### src/design/crcfs_pkg.sv
// ----------------------------------------------------------------------------
// CRC16 frame slave responder package
// Shared constants, reply kinds, register indexes and the byte-wise CRC16
// update used by the frame receiver and the reply generator.
// ----------------------------------------------------------------------------
package crcfs_pkg;

  // Default frame length in bytes, including the two CRC bytes.
  localparam int FRAME_BYTES_DEF = 20;

  // CRC16-MODBUS constants.
  localparam logic [15:0] CRC_INIT = 16'hFFFF;
  localparam logic [15:0] CRC_POLY = 16'hA001;

  // Fixed reply contents.
  localparam logic [7:0] REPLY_ADDR  = 8'h00;
  localparam logic [7:0] ID_VALUE    = 8'h64;
  localparam logic [7:0] TEMP_LOW    = 8'hFE;
  localparam logic [7:0] TEMP_HIGH   = 8'h0C;
  localparam logic [7:0] PAYLOAD_PAD = 8'h00;

  // Register reset values.
  localparam logic [7:0] RST_BROADCAST  = 8'd255;
  localparam logic [7:0] RST_ADDR_MIN   = 8'd1;
  localparam logic [7:0] RST_ADDR_MAX   = 8'd32;
  localparam logic [7:0] RST_START     = 8'd1;
  localparam logic [7:0] RST_CODE_SET   = 8'd16;
  localparam logic [7:0] RST_CODE_ID    = 8'd1;
  localparam logic [7:0] RST_CODE_MOTOR = 8'd2;
  localparam logic [7:0] RST_CODE_TEMP  = 8'd3;

  // Configuration register indexes.
  typedef enum logic [7:0] {
    REG_BROADCAST  = 8'd0,
    REG_ADDR_MIN   = 8'd1,
    REG_ADDR_MAX   = 8'd2,
    REG_START      = 8'd3,
    REG_CODE_SET   = 8'd4,
    REG_CODE_ID    = 8'd5,
    REG_CODE_MOTOR = 8'd6,
    REG_CODE_TEMP  = 8'd7
  } cfg_reg_t;

  // Kind of payload carried by a reply.
  typedef enum logic [1:0] {
    KIND_ZERO,
    KIND_GET_ID,
    KIND_READ_TEMP
  } reply_kind_t;

  // Request from the frame receiver to start a reply.
  typedef struct packed {
    logic        valid;
    reply_kind_t kind;
    logic [7:0]  command;
  } reply_launch_t;

  // One byte step of the reflected CRC16 (poly 0xA001).
  function automatic logic [15:0] crc16_update(input logic [15:0] crc_in,
                                               input logic [7:0]  data);
    logic [15:0] c;
    c = crc_in ^ {8'h00, data};
    for (int k = 0; k < 8; k++) begin
      if (c[0]) begin
        c = (c >> 1) ^ CRC_POLY;
      end else begin
        c = c >> 1;
      end
    end
    return c;
  endfunction

endpackage

### src/design/crc16_frame_slave_responder.sv
// ----------------------------------------------------------------------------
// CRC16 frame slave responder
// Groups received bytes into fixed frames, checks their CRC16-MODBUS and
// answers addressed frames with a fixed-length reply frame.
// ----------------------------------------------------------------------------
// Usage:
//   The in_ channel carries one received byte per item; the out_ channel
//   carries one reply byte per item, with out_tx_last on the final byte.
//   Both channels move an item when valid is high and stall is low.
//   Received bytes are taken one per cycle while in_stall is low. The frame
//   is judged when its last byte is accepted and the reply sequencer starts
//   on that edge; the sequencer then loads the first reply byte into the
//   output register. The reply streams at one byte per cycle while out_stall
//   is low, FRAME_BYTES in all.
//   Only the final byte of a frame can be held off: in_stall rises on it
//   while the previous reply is still being sent, which is set by the
//   single reply sequencer. Outside that, throughput is one item per cycle.
//   A receiver stall holds the output register and pauses the reply.
//   The cfg_ port writes a register by index (cfg_ready is always high);
//   writes beyond the register list are ignored.
//   After reset the frame position is zero, the registers hold their
//   defaults and the own address equals the start address.
// ----------------------------------------------------------------------------
module crc16_frame_slave_responder
  import crcfs_pkg::*;
#(
  parameter int FRAME_BYTES = FRAME_BYTES_DEF
) (
  input  logic       clk,
  input  logic       rst_n,
  input  logic       in_valid,
  output logic       in_stall,
  input  logic [7:0] in_rx_byte,
  output logic       out_valid,
  input  logic       out_stall,
  output logic [7:0] out_tx_byte,
  output logic       out_tx_last,
  input  logic       cfg_valid,
  output logic       cfg_ready,
  input  logic [7:0] cfg_index,
  input  logic [7:0] cfg_wdata
);

  localparam int CNT_W = $clog2(FRAME_BYTES);
  localparam logic [CNT_W-1:0] LO_POS   = CNT_W'(FRAME_BYTES - 2);
  localparam logic [CNT_W-1:0] LAST_POS = CNT_W'(FRAME_BYTES - 1);

  // Configuration registers.
  logic [7:0] bcast_r, addr_min_r, addr_max_r;
  logic [7:0] code_set_r, code_id_r, code_temp_r;

  // Frame receiver state.
  logic [CNT_W-1:0] count_r;
  logic [15:0]      crc_r;
  logic [7:0]       addr_r, cmd_r, data0_r, crc_lo_r;
  logic [7:0]       own_r;

  logic          in_acc;
  logic          finish;
  logic          crc_ok;
  logic          is_set_addr;
  logic          in_range;
  logic          addressed;
  logic          gen_free;
  reply_launch_t launch;

  assign cfg_ready = 1'b1;
  assign in_stall  = (count_r == LAST_POS) && !gen_free;
  assign in_acc    = in_valid && !in_stall;
  assign finish    = in_acc && (count_r == LAST_POS);

  // Frame decisions on the last byte.
  assign crc_ok      = ({in_rx_byte, crc_lo_r} == crc_r);
  assign is_set_addr = (cmd_r == code_set_r) && (addr_r == bcast_r);
  assign in_range    = (data0_r >= addr_min_r) && (data0_r <= addr_max_r);
  assign addressed   = (addr_r == bcast_r) || (addr_r == own_r);

  always_comb begin
    launch.valid   = finish && crc_ok && !is_set_addr && addressed;
    launch.command = cmd_r;
    if (cmd_r == code_id_r) begin
      launch.kind = KIND_GET_ID;
    end else if (cmd_r == code_temp_r) begin
      launch.kind = KIND_READ_TEMP;
    end else begin
      launch.kind = KIND_ZERO;
    end
  end

  // Configuration writes. The start address only loads the own address, and
  // the motor-poll code needs no register because that command gets the
  // zero payload like any unmatched one.
  always_ff @(posedge clk) begin
    if (!rst_n) begin
      bcast_r      <= RST_BROADCAST;
      addr_min_r   <= RST_ADDR_MIN;
      addr_max_r   <= RST_ADDR_MAX;
      code_set_r   <= RST_CODE_SET;
      code_id_r    <= RST_CODE_ID;
      code_temp_r  <= RST_CODE_TEMP;
      own_r        <= RST_START;
    end else if (cfg_valid && cfg_ready) begin
      case (cfg_index)
        REG_BROADCAST:  bcast_r <= cfg_wdata;
        REG_ADDR_MIN:   addr_min_r <= cfg_wdata;
        REG_ADDR_MAX:   addr_max_r <= cfg_wdata;
        REG_START:      own_r <= cfg_wdata;
        REG_CODE_SET:   code_set_r <= cfg_wdata;
        REG_CODE_ID:    code_id_r <= cfg_wdata;
        REG_CODE_MOTOR: ;
        REG_CODE_TEMP:  code_temp_r <= cfg_wdata;
        default: ;
      endcase
    end else if (finish && crc_ok && is_set_addr && in_range) begin
      own_r <= data0_r;
    end
  end

  // Frame position and running CRC.
  always_ff @(posedge clk) begin
    if (!rst_n) begin
      count_r <= '0;
      crc_r   <= CRC_INIT;
    end else if (in_acc) begin
      if (count_r < LO_POS) begin
        crc_r   <= crc16_update(crc_r, in_rx_byte);
        count_r <= count_r + CNT_W'(1);
      end else if (count_r == LO_POS) begin
        count_r <= count_r + CNT_W'(1);
      end else begin
        count_r <= '0;
        crc_r   <= CRC_INIT;
      end
    end
  end

  // Header bytes and the received CRC low byte.
  always_ff @(posedge clk) begin
    if (in_acc) begin
      if (count_r == CNT_W'(0)) begin
        addr_r <= in_rx_byte;
      end
      if (count_r == CNT_W'(1)) begin
        cmd_r <= in_rx_byte;
      end
      if (count_r == CNT_W'(2)) begin
        data0_r <= in_rx_byte;
      end
      if (count_r == LO_POS) begin
        crc_lo_r <= in_rx_byte;
      end
    end
  end

  // Reply sequencer and output register.
  crcfs_reply_gen #(
    .FRAME_BYTES(FRAME_BYTES)
  ) u_reply_gen (
    .clk        (clk),
    .rst_n      (rst_n),
    .launch     (launch),
    .gen_free   (gen_free),
    .out_valid  (out_valid),
    .out_stall  (out_stall),
    .out_tx_byte(out_tx_byte),
    .out_tx_last(out_tx_last)
  );

  // The frame position never runs past the last byte.
  assert property (@(posedge clk) disable iff (!rst_n) count_r <= LAST_POS)
    else $error("frame position out of range");

  // A reply is only started when the sequencer can take it.
  assert property (@(posedge clk) disable iff (!rst_n) launch.valid |-> gen_free)
    else $error("reply started while sequencer busy");

  // Input is held off only on the final byte of a frame.
  assert property (@(posedge clk) disable iff (!rst_n) in_stall |-> count_r == LAST_POS)
    else $error("input stalled away from frame end");

  // A reply started while the output is empty brings its first byte to the output.
  assert property (@(posedge clk) disable iff (!rst_n)
    launch.valid && !out_valid |-> ##2 (out_valid && !out_tx_last))
    else $error("reply did not start");

endmodule

### src/design/crcfs_reply_gen.sv
// ----------------------------------------------------------------------------
// Reply generator
// Streams one reply frame, a byte per cycle unless out_stall holds it, into
// an output register; payload per reply kind, then own CRC16, low byte first.
// ----------------------------------------------------------------------------
module crcfs_reply_gen
  import crcfs_pkg::*;
#(
  parameter int FRAME_BYTES = FRAME_BYTES_DEF
) (
  input  logic          clk,
  input  logic          rst_n,
  input  reply_launch_t launch,
  output logic          gen_free,
  output logic          out_valid,
  input  logic          out_stall,
  output logic [7:0]    out_tx_byte,
  output logic          out_tx_last
);

  localparam int CNT_W = $clog2(FRAME_BYTES);
  localparam logic [CNT_W-1:0] BODY_POS = CNT_W'(FRAME_BYTES - 2);
  localparam logic [CNT_W-1:0] HIGH_POS = CNT_W'(FRAME_BYTES - 1);

  logic             active_r;
  logic [CNT_W-1:0] idx_r;
  logic [15:0]      crc_r;
  reply_kind_t      kind_r;
  logic [7:0]       cmd_r;
  logic             out_valid_r;
  logic [7:0]       out_byte_r;
  logic             out_last_r;

  logic             load;
  logic [7:0]       byte_nxt;

  // A byte moves into the output register when it is empty or being taken.
  assign load     = active_r && (!out_valid_r || !out_stall);
  assign gen_free = !active_r || (load && (idx_r == HIGH_POS));

  // Byte at the current reply position.
  always_comb begin
    if (idx_r == BODY_POS) begin
      byte_nxt = crc_r[7:0];
    end else if (idx_r == HIGH_POS) begin
      byte_nxt = crc_r[15:8];
    end else if (idx_r == CNT_W'(0)) begin
      byte_nxt = REPLY_ADDR;
    end else if (idx_r == CNT_W'(1)) begin
      byte_nxt = cmd_r;
    end else if (idx_r == CNT_W'(2) && kind_r == KIND_READ_TEMP) begin
      byte_nxt = TEMP_LOW;
    end else if (idx_r == CNT_W'(3) && kind_r == KIND_READ_TEMP) begin
      byte_nxt = TEMP_HIGH;
    end else if (idx_r == CNT_W'(3) && kind_r == KIND_GET_ID) begin
      byte_nxt = ID_VALUE;
    end else begin
      byte_nxt = PAYLOAD_PAD;
    end
  end

  // Sequencer state and running reply CRC.
  always_ff @(posedge clk) begin
    if (!rst_n) begin
      active_r <= 1'b0;
    end else if (launch.valid) begin
      active_r <= 1'b1;
    end else if (load && idx_r == HIGH_POS) begin
      active_r <= 1'b0;
    end
  end

  always_ff @(posedge clk) begin
    if (launch.valid) begin
      idx_r  <= '0;
      crc_r  <= CRC_INIT;
      kind_r <= launch.kind;
      cmd_r  <= launch.command;
    end else if (load) begin
      idx_r <= idx_r + CNT_W'(1);
      if (idx_r < BODY_POS) begin
        crc_r <= crc16_update(crc_r, byte_nxt);
      end
    end
  end

  // Output register.
  always_ff @(posedge clk) begin
    if (!rst_n) begin
      out_valid_r <= 1'b0;
    end else if (load) begin
      out_valid_r <= 1'b1;
    end else if (!out_stall) begin
      out_valid_r <= 1'b0;
    end
  end

  always_ff @(posedge clk) begin
    if (load) begin
      out_byte_r <= byte_nxt;
      out_last_r <= (idx_r == HIGH_POS);
    end
  end

  assign out_valid   = out_valid_r;
  assign out_tx_byte = out_byte_r;
  assign out_tx_last = out_last_r;

endmodule
### config.mk
export PLATFORM = sky130hd
export DESIGN_NAME = crc16_frame_slave_responder
export DESIGN_NICKNAME = d
export VERILOG_FILES = /design/src/design/crcfs_pkg.sv /design/src/design/crc16_frame_slave_responder.sv /design/src/design/crcfs_reply_gen.sv
export SDC_FILE = /design/constraint.sdc
export NUM_CORES = 1
export LEC_CHECK = 0
export ABC_AREA = 1
export ABC_CLOCK_PERIOD_IN_PS = 6400
export BUFFER_PORTS_ARGS = -buffer_cell sky130_fd_sc_hd__buf_2
export CAP_MARGIN = 5
export CORE_MARGIN = 8
export CORE_UTILIZATION = 60
export CTS_BUF_LIST = sky130_fd_sc_hd__clkbuf_4 sky130_fd_sc_hd__clkbuf_8
export CTS_CLUSTER_DIAMETER = 200
export DETAILED_ROUTE_END_ITERATION = 8
export PLACE_DENSITY = 0.78
export SLEW_MARGIN = 30
export SYNTH_ARGS = -nofsm -noshare
export SYNTH_HDL_FRONTEND = slang
export SYNTH_SLANG_ARGS = --single-unit
### constraint.sdc
create_clock -name clk -period 6.4 [get_ports clk]
set_input_delay 0.96 -clock clk [delete_from_list [all_inputs] [get_ports clk]]
set_output_delay 0.96 -clock clk [all_outputs]
set_load 0.01 [all_outputs]
Yosys cells after proc, flatten, opt, wreduce, memory -nomap -nowiden
Cells that the tools add are included.
- flip-flop bits (word level): 151
- bits in latches: 0
- memory bits (writable): 0
- memory bits (read-only): 0
- input bits: 29
- word-level logic and storage cells: 190
- memories kept: 0
- add/sub/neg operators: 2
- multiply operators: 0
- div/mod/pow operators: 0
- $lt $le $gt $ge: 4
- eq/ne operators: 26
- shift operators: 0
- multiplexer cells: 77
- bitwise logic cells: 18
- reductions and logical operators: 42
- operator list (operator ; number):
    two-way mux 16 bit ; 60
    two-way mux 8 bit ; 9
    NOT 2 -> 3 bit ; 16
    == test 8 bit ; 5
    bitwise XOR 16 x 8 -> 16 bit ; 2
    AND reduction 2 bit ; 13
    == test 8 x 3 -> 1 bit (second input constant) ; 3
    == test 5 bit (second input constant) ; 4
    == test 16 bit ; 1
    == test 8 x 2 -> 1 bit (second input constant) ; 2
    == test 5 x 2 -> 1 bit (second input constant) ; 3
    logical AND 1 bit ; 15
    adder 5 x 1 -> 5 bit (second input constant) ; 2
    == test 5 x 1 -> 1 bit (second input constant) ; 2
    zero test 5 bit ; 2
    < comparator 5 bit (second input constant) ; 2
    two-way mux 5 bit ; 2
    == test 8 x 1 -> 1 bit (second input constant) ; 1
    greater-or-equal comparator 8 bit ; 1
    <= comparator 8 bit ; 1
    zero test 8 bit ; 1
    two-way mux 7 bit ; 1
    zero test 1 bit ; 6
    two-way mux 1 bit ; 4
    other kinds (7) ; 11

Depth between registers and ports, before layout
Gate-level depths: netlist of the first run.
- depth after elaboration: 47
- mapped depth: 22

By module
A second synthesis of the first run with hierarchy kept.
- cell total of the unflattened synthesis: 1005
- area, all modules: 7938.9 µm²
- by module, submodules not included (module ; times used ; cells each ; area each (µm²) ; seq. area each (µm²)):
    crc16_frame_slave_responder ; 1 ; 699 ; 5545.3 ; 2502.4
    crcfs_reply_gen ; 1 ; 306 ; 2393.5 ; 1031.0

Worst setup path before layout of the first run
No wires, ideal clock.
- path kind: input-to-reg
- start: in out_stall
- end: reg crc_lo_r[0] (enable)
- arrival: 2.314 ns
- required time: 6.017 ns
- path slack: 3.702 ns
- cell stages on the path: 7
- cell sequence: nand2_1 nand2_1 o21ai_2 or2_1 nand2_2 clkbuf_1 nor3_1
- cells in the longest elaborated chain, start to end: 10
- ends and longest elaborated chain (what ; RTL line ; text):
    start: declaration ; crc16_frame_slave_responder.sv:35 ; input logic out_stall,
    zero test 1 bit ; crcfs_reply_gen.sv:38 ; assign load = active_r && (!out_valid_r || !out_stall);
    logical OR 1 bit ; crcfs_reply_gen.sv:38 ;
    logical AND 1 bit ; crcfs_reply_gen.sv:38 ;
    logical AND 1 bit ; crcfs_reply_gen.sv:39 ; assign gen_free = !active_r || (load && (idx_r == HIGH_POS));
    logical OR 1 bit ; crcfs_reply_gen.sv:39 ;
    zero test 1 bit ; crc16_frame_slave_responder.sv:68 ; assign in_stall = (count_r == LAST_POS) && !gen_free;
    logical AND 1 bit ; crc16_frame_slave_responder.sv:68 ;
    zero test 1 bit ; crc16_frame_slave_responder.sv:69 ; assign in_acc = in_valid && !in_stall;
    logical AND 1 bit ; crc16_frame_slave_responder.sv:69 ;
    AND reduction 2 bit (no source line) ; n/a ;
    end signal: assignment ; crc16_frame_slave_responder.sv:150 ; crc_lo_r <= in_rx_byte;
    end: declaration ; crc16_frame_slave_responder.sv:55 ; logic [7:0] addr_r, cmd_r, data0_r, crc_lo_r;
Every way passes these cells.
A chain may end at the register's enable or synchronous reset.

Final worst setup path of the first run
- start: reg count_r[1]
- end: out in_stall
- cells in the longest elaborated chain, start to end: 2
- ends and longest elaborated chain (what ; RTL line ; text):
    start: declaration ; crc16_frame_slave_responder.sv:53 ; logic [CNT_W-1:0] count_r;
    start signal: assignment ; crc16_frame_slave_responder.sv:127 ; count_r <= count_r + CNT_W'(1);
    start signal: assignment ; crc16_frame_slave_responder.sv:129 ; count_r <= count_r + CNT_W'(1);
    == test 5 bit ; crc16_frame_slave_responder.sv:68 ;
    logical AND 1 bit ; crc16_frame_slave_responder.sv:68 ;
    end: declaration ; crc16_frame_slave_responder.sv:32 ; output logic in_stall,
Every way passes these cells.

==> results of run 1 <==
==> critical path: stages, from the launching register on <==
cell     delay [ps]
dfxtp_1         430
ha_1            180
inv_1            60
nor3_1          250
inv_1           130
or2_1           270
inv_1           110
buf_2           140
==> flip-flops by register name, indices dropped and copies added, names as in the netlist <==
signal	cells
data0_r	8
code_id_r	8
cmd_r	8
u_reply_gen.out_tx_last	1
code_temp_r	8
u_reply_gen.cmd_r	8
addr_min_r	8
own_r	8
bcast_r	8
u_reply_gen.active_r	1
code_set_r	8
crc_r	16
count_r	5
u_reply_gen.kind_r	2
crc_lo_r	8
u_reply_gen.crc_r	16
addr_r	8
u_reply_gen.out_valid	1
u_reply_gen.out_tx_byte	8
addr_max_r	8
u_reply_gen.idx_r	5
==> per-stage QoR <==
step	instance area, um^2	hold WS (ps)	total power, W	util [%]
finish	8360	479	0.00211	67.3
global route	8360	513	0.00219	67.3
CTS	8360	480	0.00213	67.3
detailed placement	7870	469	0.00125	63.4
global placement	7850	459	0.00124	63.2
floorplan	7520	446	0.00119	-
==> worst paths after layout <==
check                                      startpoint               endpoint  cells past startpoint
worst max-delay path                       count_r[1]               in_stall                      7
worst min-delay path            u_reply_gen.out_valid  u_reply_gen.out_valid                      2
worst max register to register   u_reply_gen.idx_r[1]              crc_r[10]                      8
worst min register to register  u_reply_gen.out_valid  u_reply_gen.out_valid                      2
==> cells in the mapped netlist, drive strengths merged, types with 2 or more instances <==
| cell type | instances | area share [%] |
|---|---|---|
| nand2 | 172 | 8.7 |
| inv | 110 | 5.5 |
| dfxtp | 100 | 27 |
| o21ai | 84 | 5.6 |
| a21oi | 62 | 4.2 |
| nand3 | 61 | 4.4 |
| edfxtp | 51 | 20 |
| nor2 | 47 | 2.5 |
| xnor2 | 43 | 5.0 |
| o211ai | 31 | 3.1 |
| ha | 24 | 4.0 |
| xor2 | 21 | 2.4 |
| clkbuf | 19 | 0.95 |
| nand4 | 15 | 1.2 |
| nor3 | 11 | 0.73 |
| or2 | 11 | 0.92 |
| nor4 | 8 | 0.67 |
| buf | 7 | 0.60 |
| nor3b | 3 | 0.30 |
| a211oi | 2 | 0.20 |
| a21o | 2 | 0.20 |
| o21a | 2 | 0.20 |
| o221ai | 2 | 0.23 |
| o22ai | 2 | 0.17 |
==> power by group <==
part	total (W)	switching [W]	internal, W
registers	0.00104	0.0000263	0.00101
logic	0.000192	0.000116	0.0000755
clock network	0.000884	0.000356	0.000528
==> layout make-up <==
cell class	count	area [um^2]	area share, %
clock inverter	12	221	2.65
sequential	151	3530	42.3
multi-input combinational	615	3480	41.6
inverter	110	413	4.94
timing repair buffer	43	225	2.70
clock buffer	20	269	3.22
tap	172	215	2.58
==> routing by layer <==
layer	part of all wire, %	vias up	routed length [um]
li1	-	3111	-
met1	46	2817	7850
met2	46	159	7820
met3	5.0	31	841
met4	2.2	0	366
met5	0	-	0
==> cell families after synthesis <==
family / share of synthesized area (%)
other: 0.0499
XOR/XNOR: 7.45
flip-flops: 47.0
adder cells (fa/ha/maj): 3.99
AND/OR/NAND/NOR: 19.9
buffers and inverters: 7.04
AO/OA/AOI/OAI: 14.5
==> metrics.md, run 1 <==
| Metric | Value |
|---|---|
| Fillers | 1015 |
| CP Capture Type | primary output |
| Die area | 0.0164 mm^2 |
| Setup CP Type | reg -> out |
| Maximum fanout along the worst path | 5 |
| Rows | 41 |
| Placed insts | 1091 |
| CTS tree | yes |
| Resize count post-CTS | 0 |
| Io pins | slightly above 40 |
| Arrival @ worst endpoint | 2030 ps |
| Final std cells w/o fill | 1123 |
| CTS H-tree depth | 4 |
| Num CTS Buffers | 17 |
| Mapped Cells | 902 |
| Initial antenna violation count | 0 |
| Postcts setup bufs | 0 |
| Vias | 6118 |
| Setup TNS | 0 ps |
| Setup slack after layout | 3410 ps |
| DPL Wire Length | 12000 um |
| Final worst path period share | 46.8% |
| Gr busiest metal | met2 |
| R2r setup slk | 3510 ps |
| All-Layer GR Usage | 21.3% |
| Syn Area/Cell | 8.34 um^2 |
| Commonest non-fill, non-tap cell in the layout | nand2_1 |
| Slew at the pin with the worst max-slew slack | 945 ps |
| Worst Path Required | 5440 ps |
| VDD IR max | 0.000183 V |
| Max-cap violations | 0 |
| Mapped Area | around 0.0075 mm^2 |
| Yosys warns | 0 |
| Pin count of the biggest net entering global routing | 73 |
| Most frequent cells in the layout | 169 x nand2_1, 107 x inv_1, 100 x dfxtp_1 |
| Initial Util | roughly three fifths |
| Setup crit start kind | flip-flop |
| Min Tclk post-route | 2990 ps |
| Die X | between 100 and 150 um |
| DRC Markers | 0 |
| PwrDens | 253 mW/mm^2 |
| Initial DRC count | 500 |
| Via density | 5.45 |
| Core ar. | 0.0124 mm^2 |
| Die Y | 128 um |
| Run status | complete, no violations |
| Syn nets | 955 |
| Unrepaired setup endpoints after global routing | false |
| Number of global-route vias before repair | 5663 |
| Post-synth EDFFs | 51 |
| Fraction of layout cells with a size suffix above 1 | 10.7% |
| Met3 layer usage reported by global route | 4.12% |
| First-pass GRT wire length | 27600 um |
| Place WS | 3150 ps |
| Antenna Cells | 0 |
| Hold WC Path Type | reg -> reg |
| Max Clock Freq | 334 MHz |
| Sequential share of the synthesized area | 47.0% |
| GR Util met2 | 33.9% |
| Final Hold Fails | 0 |
| Root buffer cell | clkbuf_8 |
| Slew Limit Headroom | 36.7% |
| Input/output buffers | 39 |
| Post-DRT Antenna Nets | 0 |
| GRT overflow | 0 |
| Slew Viols, Final | 0 |
| M1 GR Usage | 27.5% |
| Worst Skew | 8.53 ps |
| Area growth, synth to finish | 11.1% |
| Ys async rst share | 0% |
| Routed WL | 16900 um |
| Clock insertion delay at the later pin of the skew report | 460 ps |
| # setup viols final | 0 |
| #FFs+latches synth | 151 |
| Dominant synthesized flop cell | dfxtp_1 |
| Drt first pass iters | 5 |
| Placer Congestion | 0.875 |
| Worst-path clk slew | 80 ps |
| Post-synth cell types | 48 |
| WL/cell | 15.0 um |
| CTS max path bufs | 2 |
| Clk sink count | approximately 150 |
| # hold bufs at CTS | 0 |
| Post-layout nets | 991 |
| Leak | 3.57 nW |
Power figures use the tool's default switching activity.
==> inputs of run 2 (changes only) <==
--- a/config.mk
+++ b/config.mk
@@ -6,11 +6,11 @@
 export NUM_CORES = 1
 export LEC_CHECK = 0
 export ABC_AREA = 1
-export ABC_CLOCK_PERIOD_IN_PS = 6400
+export ABC_CLOCK_PERIOD_IN_PS = 2700
 export BUFFER_PORTS_ARGS = -buffer_cell sky130_fd_sc_hd__buf_2
 export CAP_MARGIN = 5
 export CORE_MARGIN = 8
-export CORE_UTILIZATION = 60
+export CORE_UTILIZATION = 57
 export CTS_BUF_LIST = sky130_fd_sc_hd__clkbuf_4 sky130_fd_sc_hd__clkbuf_8
 export CTS_CLUSTER_DIAMETER = 200
 export DETAILED_ROUTE_END_ITERATION = 8
==> constraint.sdc (replaced) <==
create_clock -name clk -period 2.7 [get_ports clk]
set_input_delay 0.405 -clock clk [delete_from_list [all_inputs] [get_ports clk]]
set_output_delay 0.405 -clock clk [all_outputs]
set_load 0.01 [all_outputs]
==> metrics.md, run 2 (synthesis results as in run 1) <==
| Metric | Value |
|---|---|
| Run status | complete, no violations |
| Most frequent cells in the layout | 167 x nand2_1, 107 x inv_1, 100 x dfxtp_1 |
| Postcts setup bufs | 0 (unchanged) |
| Placer Congestion | 0.905 (+3.5%) |
| Setup CP Type | reg -> reg |
| Pin count of the biggest net entering global routing | 61 (-16%) |
| Setup crit start kind | flip-flop |
| Worst Skew | 15.5 ps (+6.99 ps) |
| # setup viols final | 0 (unchanged) |
| Worst-path clk slew | 90 ps (about the same) |
| WL/cell | 14.7 um (-1.9%) |
| Slew Viols, Final | 0 (unchanged) |
| Die area | 0.0171 mm^2 (+4.6%) |
| Clock insertion delay at the later pin of the skew report | 460 ps (about the same) |
| Number of global-route vias before repair | 5711 (+0.85%) |
| Min Tclk post-route | 2540 ps |
| Via density | 5.37 (-1.5%) |
| Crit path from | u_reply_gen.idx_r[1] |
| CTS tree | yes |
| Setup TNS | 0 ps (unchanged) |
| Initial antenna violation count | 0 (unchanged) |
| Maximum fanout along the worst path | 14 (+9) |
| Post-layout nets | 1005 (+1.4%) |
| All-Layer GR Usage | 20.8% (-0.45 points) |
| Placed insts | 1109 (+1.6%) |
| First-pass GRT wire length | 27700 um (+0.20%) |
| Initial Util | 57.5% (-3.1 points) |
| Num CTS Buffers | 17 (unchanged) |
| Input/output buffers | 39 (unchanged) |
| Place WS | 211 ps (-2940 ps) |
| CTS max path bufs | 2 (unchanged) |
| Worst Path Required | 3040 ps (-2400 ps) |
| Final worst path period share | 94.2% |
| CP Capture Type | flip-flop |
| Fraction of layout cells with a size suffix above 1 | 12.1% (+1.4 points) |
| # hold bufs at CTS | 0 (unchanged) |
| CTS H-tree depth | 4 (unchanged) |
| Vias | 6125 (+0.11%) |
| Final Hold Fails | 0 (unchanged) |
| Final Util | 64.0% (-3.3 points) |
| DRC Markers | 0 (unchanged) |
| Leak | 3.60 nW (+0.75%) |
| Largest registers | crc_r: 16 flops, u_reply_gen.crc_r: 16 flops |
| Initial DRC count | 484 (-3.2%) |
| Rows | 42 (+2.4%) |
| Clk sink count | 151 (unchanged) |
| GRT overflow | 0 (unchanged) |
| Setup slack after layout | 156 ps (-3250 ps) |
| Hold_sp | cfg_wdata[4] |
| Hold WC Path Type | in -> reg |
| Routed WL | 16800 um (-0.31%) |
| Core ar. | 0.0131 mm^2 (+5.4%) |
| Slew Limit Headroom | 51.7% (+15 points) |
| VDD IR max | 0.000371 V (+100%) |
| Antenna Cells | 0 (unchanged) |
| Total power | 0.00462 W (+120%) |
| Drt first pass iters | 5 (unchanged) |
| Resize count post-CTS | 0 (unchanged) |
| Area growth, synth to finish | 11.4% |
| Io pins | 41 (unchanged) |
| Die X | 131 um (+2.3%) |
| Post-DRT Antenna Nets | 0 (unchanged) |
| Max Clock Freq | 393 MHz |
| Final std cells w/o fill | 1141 (+1.6%) |
| Worst r2r src | u_reply_gen.idx_r[1] |
| Root buffer cell | clkbuf_8 |
| Arrival @ worst endpoint | 2880 ps (+850 ps) |
| Slew at the pin with the worst max-slew slack | 706 ps (-240 ps) |
| DPL Wire Length | 12300 um (+2.2%) |
| PwrDens | 551 mW/mm^2 (+120%) |
| Commonest non-fill, non-tap cell in the layout | nand2_1 |
| Max-cap violations | 0 (unchanged) |
| Die Y | 131 um (+2.3%) |
## run 2: final timing paths
path,endpoint,slack [ps],cells after the start
worst min register to register,u_reply_gen.crc_r[3],500,2
worst max register to register,own_r[0],160,14
worst max-delay path,own_r[0],160,14
worst min-delay path,code_set_r[4],180,3
## run 2: final cells by class
cell class	count	area, um^2
inverter	110	413
timing repair buffer	57	343
tap	176	220
clock buffer	20	256
sequential	151	3530
multi-input combinational	615	3480
clock inverter	12	130
fill	1126	4700
## run 2: through the flow
stage / hold slack [ps] / instance area, um^2
2_1_floorplan: 446 / 7520
3_3_place_gp: 470 / 7970
4_1_cts: 150 / 8360
6_report: 183 / 8380
3_5_place_dp: 481 / 7970
5_1_grt: 197 / 8380
## run 2: metal layers
metal	vias up	wire, um	track usage [%]
met2	159	7890	33.1
met5	-	0	0
met3	18	771	3.77
li1	3147	-	-
met4	0	270	9.25
met1	2801	7880	27.2
## run 2: power by group
part           switching, W  internal (W)
Combinational      0.000275      0.000188
Clock              0.000845      0.000850
Sequential        0.0000612       0.00240
## run 2: critical path, cell delays in order, from the launching register on
cell	delay, ps
dfxtp_1	410
ha_1	280
nand3_4	160
o21ai_2	230
or2_1	180
nand2_2	70
inv_2	70
nand2_1	40
nand3b_1	180
nor2_1	190
nand4_1	130
nand2_2	220
inv_1	110
nand2_1	70
nand3_1	80
